File: config.mk
export PLATFORM = sky130hd
export DESIGN_NAME = base64_stream_codec
export DESIGN_NICKNAME = d
export VERILOG_FILES = /design/src/rtl/core/b64_pkg.sv /design/src/rtl/core/base64_stream_codec.sv /design/src/rtl/core/b64_step.sv
export SDC_FILE = /design/constraint.sdc
export NUM_CORES = 1
export LEC_CHECK = 0
export ABC_CLOCK_PERIOD_IN_PS = 3900
export BUFFER_PORTS_ARGS = -buffer_cell sky130_fd_sc_hd__buf_4
export CAP_MARGIN = 10
export CORE_MARGIN = 2
export CORE_UTILIZATION = 55
export DETAILED_ROUTE_END_ITERATION = 16
export HOLD_SLACK_MARGIN = 0.08
export PLACE_DENSITY_LB_ADDON = 0.05
export SLEW_MARGIN = 5
export SYNTH_ARGS = -nofsm -noshare
export SYNTH_HDL_FRONTEND = slang
export SYNTH_SLANG_ARGS = --single-unit
export TNS_END_PERCENT = 1
File: constraint.sdc
create_clock -name clk -period 3.9 [get_ports clk]
set_input_delay 0.39 -clock clk [delete_from_list [all_inputs] [get_ports clk]]
set_output_delay 0.39 -clock clk [all_outputs]
set_load 0.02 [all_outputs]
File: src/rtl/core/b64_pkg.sv
// shared types and alphabet helpers for the base64 stream codec
package b64_pkg;

    localparam int MaxRes = 4;

    localparam logic [7:0] PadChar = 8'h3D;

    localparam logic DirEncode = 1'b0;
    localparam logic DirDecode = 1'b1;

    // one result item
    typedef struct packed {
        logic [7:0] out_byte;
        logic       has_data;
        logic       last_out;
        logic       bad_char;
    } res_t;

    // group state carried between items
    typedef struct packed {
        logic [1:0] group_pos;
        logic [5:0] carry_bits;
        logic       pad_seen;
    } grp_t;

    // 6-bit index to alphabet character
    function automatic logic [7:0] sym(input logic [5:0] idx);
        logic [7:0] c;
        if (idx < 6'd26)
        begin
            c = 8'h41 + {2'b00, idx};
        end
        else if (idx < 6'd52)
        begin
            c = 8'h61 + {2'b00, idx} - 8'd26;
        end
        else if (idx < 6'd62)
        begin
            c = 8'h30 + {2'b00, idx} - 8'd52;
        end
        else if (idx == 6'd62)
        begin
            c = 8'h2B;
        end
        else
        begin
            c = 8'h2F;
        end
        return c;
    endfunction

    // character to index, bit 6 set when outside the alphabet
    function automatic logic [6:0] char_index(input logic [7:0] c);
        logic [6:0] r;
        if (c inside {[8'h41:8'h5A]})
        begin
            r = {1'b0, c[5:0] - 6'h01};
        end
        else if (c inside {[8'h61:8'h7A]})
        begin
            r = 7'(c - 8'h61 + 8'd26);
        end
        else if (c inside {[8'h30:8'h39]})
        begin
            r = 7'(c - 8'h30 + 8'd52);
        end
        else if (c == 8'h2B)
        begin
            r = 7'd62;
        end
        else if (c == 8'h2F)
        begin
            r = 7'd63;
        end
        else
        begin
            r = 7'd64;
        end
        return r;
    endfunction

endpackage

File: src/rtl/core/base64_stream_codec.sv
// top level of the streaming base64 encoder/decoder
//
//  channel   signals                                   handshake
//  input     in_byte, last_in                          in_valid / in_ready
//  output    out_byte, has_data, last_out, bad_char    out_valid / out_ready
//  config    cfg_wdata (direction)                     cfg_we, no wait
//
// an accepted item is expanded into a batch of 1 to 4 results
// (or none for some decode inputs); results leave one per cycle via an
// output register unless out_ready stalls it; encode yields 4 symbols per 3 bytes.
// in_ready is high while the batch is empty or its last result is moving out.
// rst_n clears direction (encode), group state, batch count and output valid.
// a stall on out_ready holds the output register and backs up into in_ready.
module base64_stream_codec import b64_pkg::*;
(
    input  logic       clk,
    input  logic       rst_n,
    input  logic       cfg_we,
    input  logic       cfg_wdata,
    input  logic       in_valid,
    output logic       in_ready,
    input  logic [7:0] in_byte,
    input  logic       last_in,
    output logic       out_valid,
    input  logic       out_ready,
    output logic [7:0] out_byte,
    output logic       has_data,
    output logic       last_out,
    output logic       bad_char
);

    logic              dir_reg;
    grp_t              grp_reg;
    grp_t              grp_next;
    res_t [MaxRes-1:0] batch_reg;
    res_t [MaxRes-1:0] batch_next;
    res_t [MaxRes-1:0] step_res;
    logic [2:0]        rem_reg;
    logic [2:0]        rem_next;
    logic [2:0]        step_cnt;
    logic              ovalid_reg;
    res_t              ores_reg;
    logic              accept;
    logic              move;

    // per-item logic
    b64_step u_step (
        .dir     (dir_reg),
        .in_byte (in_byte),
        .last_in (last_in),
        .st      (grp_reg),
        .st_next (grp_next),
        .res     (step_res),
        .res_cnt (step_cnt)
    );

    // handshake
    assign move     = (rem_reg != 3'd0) && (!ovalid_reg || out_ready);
    assign in_ready = (rem_reg == 3'd0) || (rem_reg == 3'd1 && move);
    assign accept   = in_valid && in_ready;

    // batch next value: load on accept, otherwise shift on move
    always_comb
    begin
        batch_next = batch_reg;
        rem_next   = rem_reg;
        if (accept)
        begin
            batch_next = step_res;
            rem_next   = step_cnt;
        end
        else if (move)
        begin
            for (int i = 0; i < MaxRes - 1; i++)
            begin
                batch_next[i] = batch_reg[i+1];
            end
            batch_next[MaxRes-1] = '0;
            rem_next             = rem_reg - 3'd1;
        end
    end

    // control state
    always_ff @(posedge clk or negedge rst_n)
    begin
        if (!rst_n)
        begin
            dir_reg    <= DirEncode;
            grp_reg    <= '0;
            rem_reg    <= 3'd0;
            ovalid_reg <= 1'b0;
        end
        else
        begin
            if (cfg_we)
            begin
                dir_reg <= cfg_wdata;
                grp_reg <= '0;
            end
            else if (accept)
            begin
                grp_reg <= grp_next;
            end
            rem_reg <= rem_next;
            if (move)
            begin
                ovalid_reg <= 1'b1;
            end
            else if (out_ready)
            begin
                ovalid_reg <= 1'b0;
            end
        end
    end

    // payload registers
    always_ff @(posedge clk)
    begin
        batch_reg <= batch_next;
        if (move)
        begin
            ores_reg <= batch_reg[0];
        end
    end

    assign out_valid = ovalid_reg;
    assign out_byte  = ores_reg.out_byte;
    assign has_data  = ores_reg.has_data;
    assign last_out  = ores_reg.last_out;
    assign bad_char  = ores_reg.bad_char;

    // checks
    a_rem_range: assert property (@(posedge clk) disable iff (!rst_n)
        rem_reg <= 3'd4)
        else $error("batch count out of range");

    a_ready_drain: assert property (@(posedge clk) disable iff (!rst_n)
        in_ready |-> rem_reg <= 3'd1)
        else $error("input taken with results still queued");

    a_last_clears: assert property (@(posedge clk) disable iff (!rst_n)
        (accept && last_in && !cfg_we) |=> grp_reg == '0)
        else $error("group state not cleared after final item");

    a_marker: assert property (@(posedge clk) disable iff (!rst_n)
        (out_valid && !has_data) |-> (out_byte == 8'd0 && (last_out || bad_char)))
        else $error("marker item without a flag");

endmodule

File: src/rtl/core/b64_step.sv
// per-item encode/decode logic: builds the result batch and next group state
module b64_step import b64_pkg::*;
(
    input  logic                    dir,
    input  logic [7:0]              in_byte,
    input  logic                    last_in,
    input  grp_t                    st,
    output grp_t                    st_next,
    output res_t [MaxRes-1:0]       res,
    output logic [2:0]              res_cnt
);

    logic [6:0] ci;
    logic       is_pad;
    logic       bad;
    logic [5:0] idx6;
    logic [1:0] pos_inc;

    assign ci     = char_index(in_byte);
    assign is_pad = (in_byte == PadChar);
    assign bad    = !is_pad && ci[6];
    assign idx6   = bad ? 6'd0 : ci[5:0];
    assign pos_inc = st.group_pos + 2'd1;

    always_comb
    begin
        st_next = st;
        res     = '0;
        res_cnt = 3'd0;
        if (dir == DirEncode)
        begin
            // emit the symbols this byte completes
            case (st.group_pos)
                2'd0:
                begin
                    res[0]             = '{sym(in_byte[7:2]), 1'b1, 1'b0, 1'b0};
                    res_cnt            = 3'd1;
                    st_next.carry_bits = {4'd0, in_byte[1:0]};
                    st_next.group_pos  = 2'd1;
                end
                2'd1:
                begin
                    res[0]             = '{sym({st.carry_bits[1:0], in_byte[7:4]}),
                                           1'b1, 1'b0, 1'b0};
                    res_cnt            = 3'd1;
                    st_next.carry_bits = {2'd0, in_byte[3:0]};
                    st_next.group_pos  = 2'd2;
                end
                default:
                begin
                    res[0]             = '{sym({st.carry_bits[3:0], in_byte[7:6]}),
                                           1'b1, 1'b0, 1'b0};
                    res[1]             = '{sym(in_byte[5:0]), 1'b1, 1'b0, 1'b0};
                    res_cnt            = 3'd2;
                    st_next.carry_bits = 6'd0;
                    st_next.group_pos  = 2'd0;
                end
            endcase
            // flush partial symbol and pad on the final byte
            if (last_in)
            begin
                if (st_next.group_pos == 2'd1)
                begin
                    res[1]  = '{sym({st_next.carry_bits[1:0], 4'd0}), 1'b1, 1'b0, 1'b0};
                    res[2]  = '{PadChar, 1'b1, 1'b0, 1'b0};
                    res[3]  = '{PadChar, 1'b1, 1'b1, 1'b0};
                    res_cnt = 3'd4;
                end
                else if (st_next.group_pos == 2'd2)
                begin
                    res[1]  = '{sym({st_next.carry_bits[3:0], 2'd0}), 1'b1, 1'b0, 1'b0};
                    res[2]  = '{PadChar, 1'b1, 1'b1, 1'b0};
                    res_cnt = 3'd3;
                end
                else
                begin
                    res[1].last_out = 1'b1;
                end
                st_next = '0;
            end
        end
        else
        begin
            // decode: assemble bytes from 6-bit indexes
            if (is_pad)
            begin
                st_next.pad_seen = 1'b1;
            end
            else if (!st.pad_seen)
            begin
                case (st.group_pos)
                    2'd0:
                    begin
                        st_next.carry_bits = idx6;
                    end
                    2'd1:
                    begin
                        res[0]             = '{{st.carry_bits, idx6[5:4]}, 1'b1, 1'b0, bad};
                        res_cnt            = 3'd1;
                        st_next.carry_bits = {2'd0, idx6[3:0]};
                    end
                    2'd2:
                    begin
                        res[0]             = '{{st.carry_bits[3:0], idx6[5:2]},
                                               1'b1, 1'b0, bad};
                        res_cnt            = 3'd1;
                        st_next.carry_bits = {4'd0, idx6[1:0]};
                    end
                    default:
                    begin
                        res[0]             = '{{st.carry_bits[1:0], idx6}, 1'b1, 1'b0, bad};
                        res_cnt            = 3'd1;
                        st_next.carry_bits = 6'd0;
                    end
                endcase
            end
            st_next.group_pos = pos_inc;
            if (pos_inc == 2'd0)
            begin
                st_next.carry_bits = 6'd0;
                st_next.pad_seen   = 1'b0;
            end
            // marker item when nothing else carries the flags
            if (res_cnt == 3'd0 && (last_in || bad))
            begin
                res[0]  = '{8'd0, 1'b0, 1'b0, bad};
                res_cnt = 3'd1;
            end
            if (last_in)
            begin
                res[0].last_out = 1'b1;
                st_next         = '0;
            end
        end
    end

endmodule
Word level (Yosys, flattened, before mapping) --
Index checks and enable logic that the tools add are counted.
Storage, ports and cells: register bits after elaboration 69, bits in latches 0, memory bits (writable) 0, bits in read-only memories 0, input port bits 15, output and inout port bits 13, word-level logic and storage cells 198, memories 0
Cells by class: $add $sub $neg 37, multiply operators 0, divide/modulo/power cells 0, magnitude comparators 24, eq/ne operators 14, shifts and indexed selects 0, mux-type cells 71, bitwise operators 0, reduce and logical (&&, ||, !) cells 26
Operators by type and width (number):
- 8-bit two-way mux | 19
- 7-bit by 6-bit adder with 8-bit output (first input constant) | 12
- 44-bit two-way mux | 2
- 6-bit < comparator (second input constant) | 12
- 33-bit two-way mux | 2
- 11-bit two-way mux | 5
- 9-bit two-way mux | 6
- 8-bit by 5-bit subtractor with 8-bit output (second input constant) | 6
- 8-bit by 6-bit subtractor with 8-bit output (second input constant) | 6
- 6-bit by 6-bit adder with 7-bit output (first input constant) | 6
- 7-bit two-way mux | 6
- 3-bit two-way mux | 13
- 6-bit by 5-bit < comparator with 1-bit output (second input constant) | 6
- 11-bit case mux with 3 select lines | 1
- 6-bit equality test (second input constant) | 4
- 8-bit by 6-bit equality test with 1-bit output (second input constant) | 3
- 22-bit two-way mux | 1
- 11-bit case mux with 2 select lines | 1
- 18-bit two-way mux | 1
- 6-bit two-way mux | 3
- 6-bit case mux with 3 select lines | 1
- 8-bit by 7-bit greater-or-equal comparator with 1-bit output (second input constant) | 2
- 8-bit by 7-bit less-or-equal comparator with 1-bit output (second input constant) | 2
- 8-bit case mux with 2 select lines | 1
- other kinds (26) | 51

Longest topological paths before layout --
depth in word-level cells 16, depth in mapped cells 17, gate-level depth less buffers 15

Cells and area by module --
A second synthesis with hierarchy kept.
Second synthesis, totals: cells, all modules 710, area total of the unflattened synthesis 6348.6 um^2
Modules (own cells, without submodules):
- b64_step | instances 1, cells an instance 536, area each 3367.0 um^2, seq. area each 0.0 um^2
- base64_stream_codec | instances 1, cells an instance 174, area each 2981.6 um^2, seq. area each 2001.9 um^2

Worst setup path before layout --
Ideal clock, no wire load.
path kind input -> register, start in in_byte[2], end reg batch_reg[8] in the netlist's numbering, data pin, setup time 0.261 ns, arrival 3.171 ns, data required time 3.639 ns, slack 0.469 ns, cell stages on the path 13, path buffers 3, cell sequence clkbuf_1 > clkbuf_1 > inv_1 > ha_1 > a21o_1 > o311ai_0 > and3_1 > buf_2 > o2111ai_1 > a32oi_1 > or2_1 > a21oi_1 > a221o_1
RTL lines:
- start, declared | RTL line base64_stream_codec.sv:22 | input logic [7:0] in_byte,
- end signal, assigned | RTL line base64_stream_codec.sv:119 | batch_reg <= batch_next;
- end, declared | RTL line base64_stream_codec.sv:35 | res_t [MaxRes-1:0] batch_reg;

==> impl_metrics.yaml <==
routing:
  wire_per_inst_microns: 22.32
  drtPass1Iterations: 5
  via_per_inst: 7.050
  first_iter_violations: 584
  drtAntennaViolNets: 0
  drc: 0
  vias: 5238
  routed_wl_microns: 16590
floorplanning:
  fp.dieH_microns: 99.62
  fp.dieArea_sq_um: 9924
  core_area_sq_um: 8806
  dieWidth_microns: 99.62
  rows: 34
  num_io_pins: 28
  start_util_pct: 57.10
logic_synthesis:
  ys_warn_count: 0
  synth-edff-count: 35
  synth.area.top_cells: "edfxtp_1 21%, ha_1 10%, dfrtp_1 7.0%, nand2_1 5.2%, a21oi_1 4.9%"
  ys_seq_area_share_pct: 27.87
  yosys_most_used_dff: "edfxtp_1"
  synth_seq_cells: 49
  synth_cell_types: 69
  syn_inst: 629
  syn-cell-area_sq_um: 5029
  yosysTopAreaCell: "edfxtp_1"
  synth_top_area_share_pct: 20.90
  postSynthAreaPerCell_sq_um: 7.995
  async_reset_ff_share_pct: 28.57
  synth_nets: 685
global_routing:
  grt_overflow: 0
  grt_pass1_wl_microns: 26280
  grt_pass1_vias: 4874
  grt_max_degree: 21
  antenna_found_initial: 0
  grt_use_total_pct: 33.52
setup_path:
  path_delay_family: "simple AND/OR/NAND/NOR gates"
  required_ns: 4.03
  worst-path-buf-inv: 2
  crit_type: "input port to flop"
  start_kind: "input port"
  cp_max_fo: 19
  critPathCaptureType: "flop"
  slowest_delay_ns: 0.51
  crit_chain: "buf_4 -> inv_1 -> ha_1 -> a21o_1 -> o311ai_0 -> nand3_1 -> and4_1 -> nand2b_1 -> o221a_1 -> o31ai_1"
  arrival_ns: 3.47
  slowest_stage: "and4_1"
pwr:
  power_switching_share_pct: 41.38
  p_leak_nw: 2.027
  seqPwrFrac_pct: 40.4
  vdd_drop_max_uv: 355.3
  pwr-share-comb_pct: 46.0
  power_frac_clock_pct: 13.6
  power.density_nw_per_um2: 434.5
  internal-power_mw: 1.380
  power.net_switching_mw: 0.9741
  total_power_mw: 2.354
place:
  dp_hpwl_microns: 12270
  place_inst: 734
  gp_congestion: 0.9921
  portBuffers: 27
layout:
  layout_common_cells: "70 x nand2_1, 49 x a21oi_1, 47 x buf_4"
  utilization_pct: 61.52
  finalNonFillerCells: 743
  fillers: 795
  largest_reg_flops: 24
  syn2layout_area_growth_pct: 7.738
  final_common_cell: "nand2_1"
  antennaDiodeCount: 0
  final_nets: 690
  drive_gt1_share_pct: 10.55
cts:
  cts_tree: "yes"
  clock-sinks: 49
  cts.htree.levels: 2
  cts_made_buffers: 5
  root_buffer: "clkbuf_8"
  cts_setup_buffers: 0
  path_clk_slew_ns: 0.10
  clock_path_buffers: 2
  clock_latency_ns: 0.30
timing:
  clock.fmax_mhz: 299.5
  finalSetupViolations: 0
  finalHoldViolations: 0
  period_needed_ns: 3.339
  slew_viol_final: 0
  grt_setup_unrepaired: "false"
  min_period_over_period_pct: 85.61
  fin_setup_tns_ns: 0
  slew_headroom_pct: 54.24
  worst_pin_slew_ns: 0.6690
  final.setup_skew_ns: 0.01244
hold_path:
  hp-class: "input port to flop"
run:
  max-cap-violations: 0
outcome:
  status: "completed"
[worst paths after layout]
kind | start | slack [ns] | depth (start not counted) | endpoint
setup / recovery | in_byte[2] | 0.56 | 10 | batch_reg[5]
hold / removal | cfg_wdata | 0.31 | 2 | dir_reg
setup reg to reg | grp_reg[1] | 0.64 | 9 | batch_reg[5]
hold reg to reg | batch_reg[0] | 0.43 | 0 | bad_char
max in group asynchronous | rst_n | 3.20 | 2 | grp_reg[7]
min in group asynchronous | rst_n | 0.49 | 2 | grp_reg[5]
[synth_stat cells, drive strengths merged (3+ instances only)]
| library cell | instances |
|---|---|
| edfxtp | 35 |
| o211ai | 6 |
| a21boi | 4 |
| o41ai | 5 |
| xor2 | 4 |
| a211oi | 12 |
| ha | 41 |
| nor4 | 3 |
| o31ai | 11 |
| a31oi | 10 |
| inv | 26 |
| o22ai | 4 |
| a2bb2oi | 3 |
| o21ai | 43 |
| a211o | 3 |
| o221ai | 8 |
| nor2 | 43 |
| xnor2 | 24 |
| a221o | 4 |
| dfrtp | 14 |
| nand2 | 70 |
| a32oi | 4 |
| and2 | 8 |
| clkinv | 4 |
| a21o | 4 |
| o311ai | 8 |
| nand4 | 4 |
| nor3 | 21 |
| a31o | 3 |
| a221oi | 8 |
| nand3 | 22 |
| o221a | 3 |
| or3 | 5 |
| o2111ai | 3 |
| a22oi | 8 |
| a21oi | 49 |
| nand2b | 18 |
| clkbuf | 38 |
| nor2b | 7 |
| buf | 12 |
[metal layers]
metal	share of wire (%)	global-route usage, %
met5	0	0
met4	3.1	10.43
met3	11	7.027
met2	45	51.72
met1	41	47.34
[timing repair]
action                                 in CTS  in global routing
resized for setup                           0                  0
hold buffers                                1                  0
endpoints found under the hold margin      14                  0
[area by class of cell]
cell class                 instances  area, sq um  area share, %
clock buffer                       5        68.82          1.270
clock inverter                     3        26.28         0.4850
inverter                          30        112.6          2.079
multi-input combinational        500         3311          61.11
sequential                        49         1401          25.87
tap                              108        135.1          2.494
timing repair buffer              48        362.8          6.697
[cells by family (layout without fill, tap and decap cells)]
kind of cell,Yosys count,in the layout,share of synthesized area (%)
fa+ha+maj,41,41,10.20
mux,4,4,0.8460
compound gates,217,217,30.16
flops,49,49,27.87
xor+xnor,28,28,4.877
buf+inv,80,86,6.295
simple gates,210,210,19.76
[power groups by stage]
stage | Clock [mW] | Sequential (mW) | Combinational, mW
2_1_floorplan | 0 | 0.997 | 0.625
3_3_place_gp | 0 | 0.949 | 1.03
3_5_place_dp | 0 | 0.960 | 1.06
4_1_cts | 0.315 | 0.950 | 1.06
5_1_grt | 0.340 | 0.970 | 1.17
6_report | 0.319 | 0.951 | 1.08
[through the flow]
step	setup slack, ns	hold slack (ns)	instance area (sq um)
after detailed placement	0.3311	0.2620	5313
after global placement	0.3593	0.2630	5313
final	0.5613	0.3118	5418
after CTS	0.6735	0.3148	5418
after floorplan	0.4686	0.09441	5029
after global routing	0.3306	0.2990	5418
[worst register-to-register path: stages, from the launching register on]
cell and delay (ns):
dfrtp_1 0.67, inv_1 0.32, ha_1 0.33, nor2b_1 0.51, nand2_1 0.21, a21o_1 0.19, a21oi_1 0.14, o21ai_0 0.14
a221oi_1 0.36, o31ai_1 0.13
Note: power is estimated with default switching activity, not from simulation.
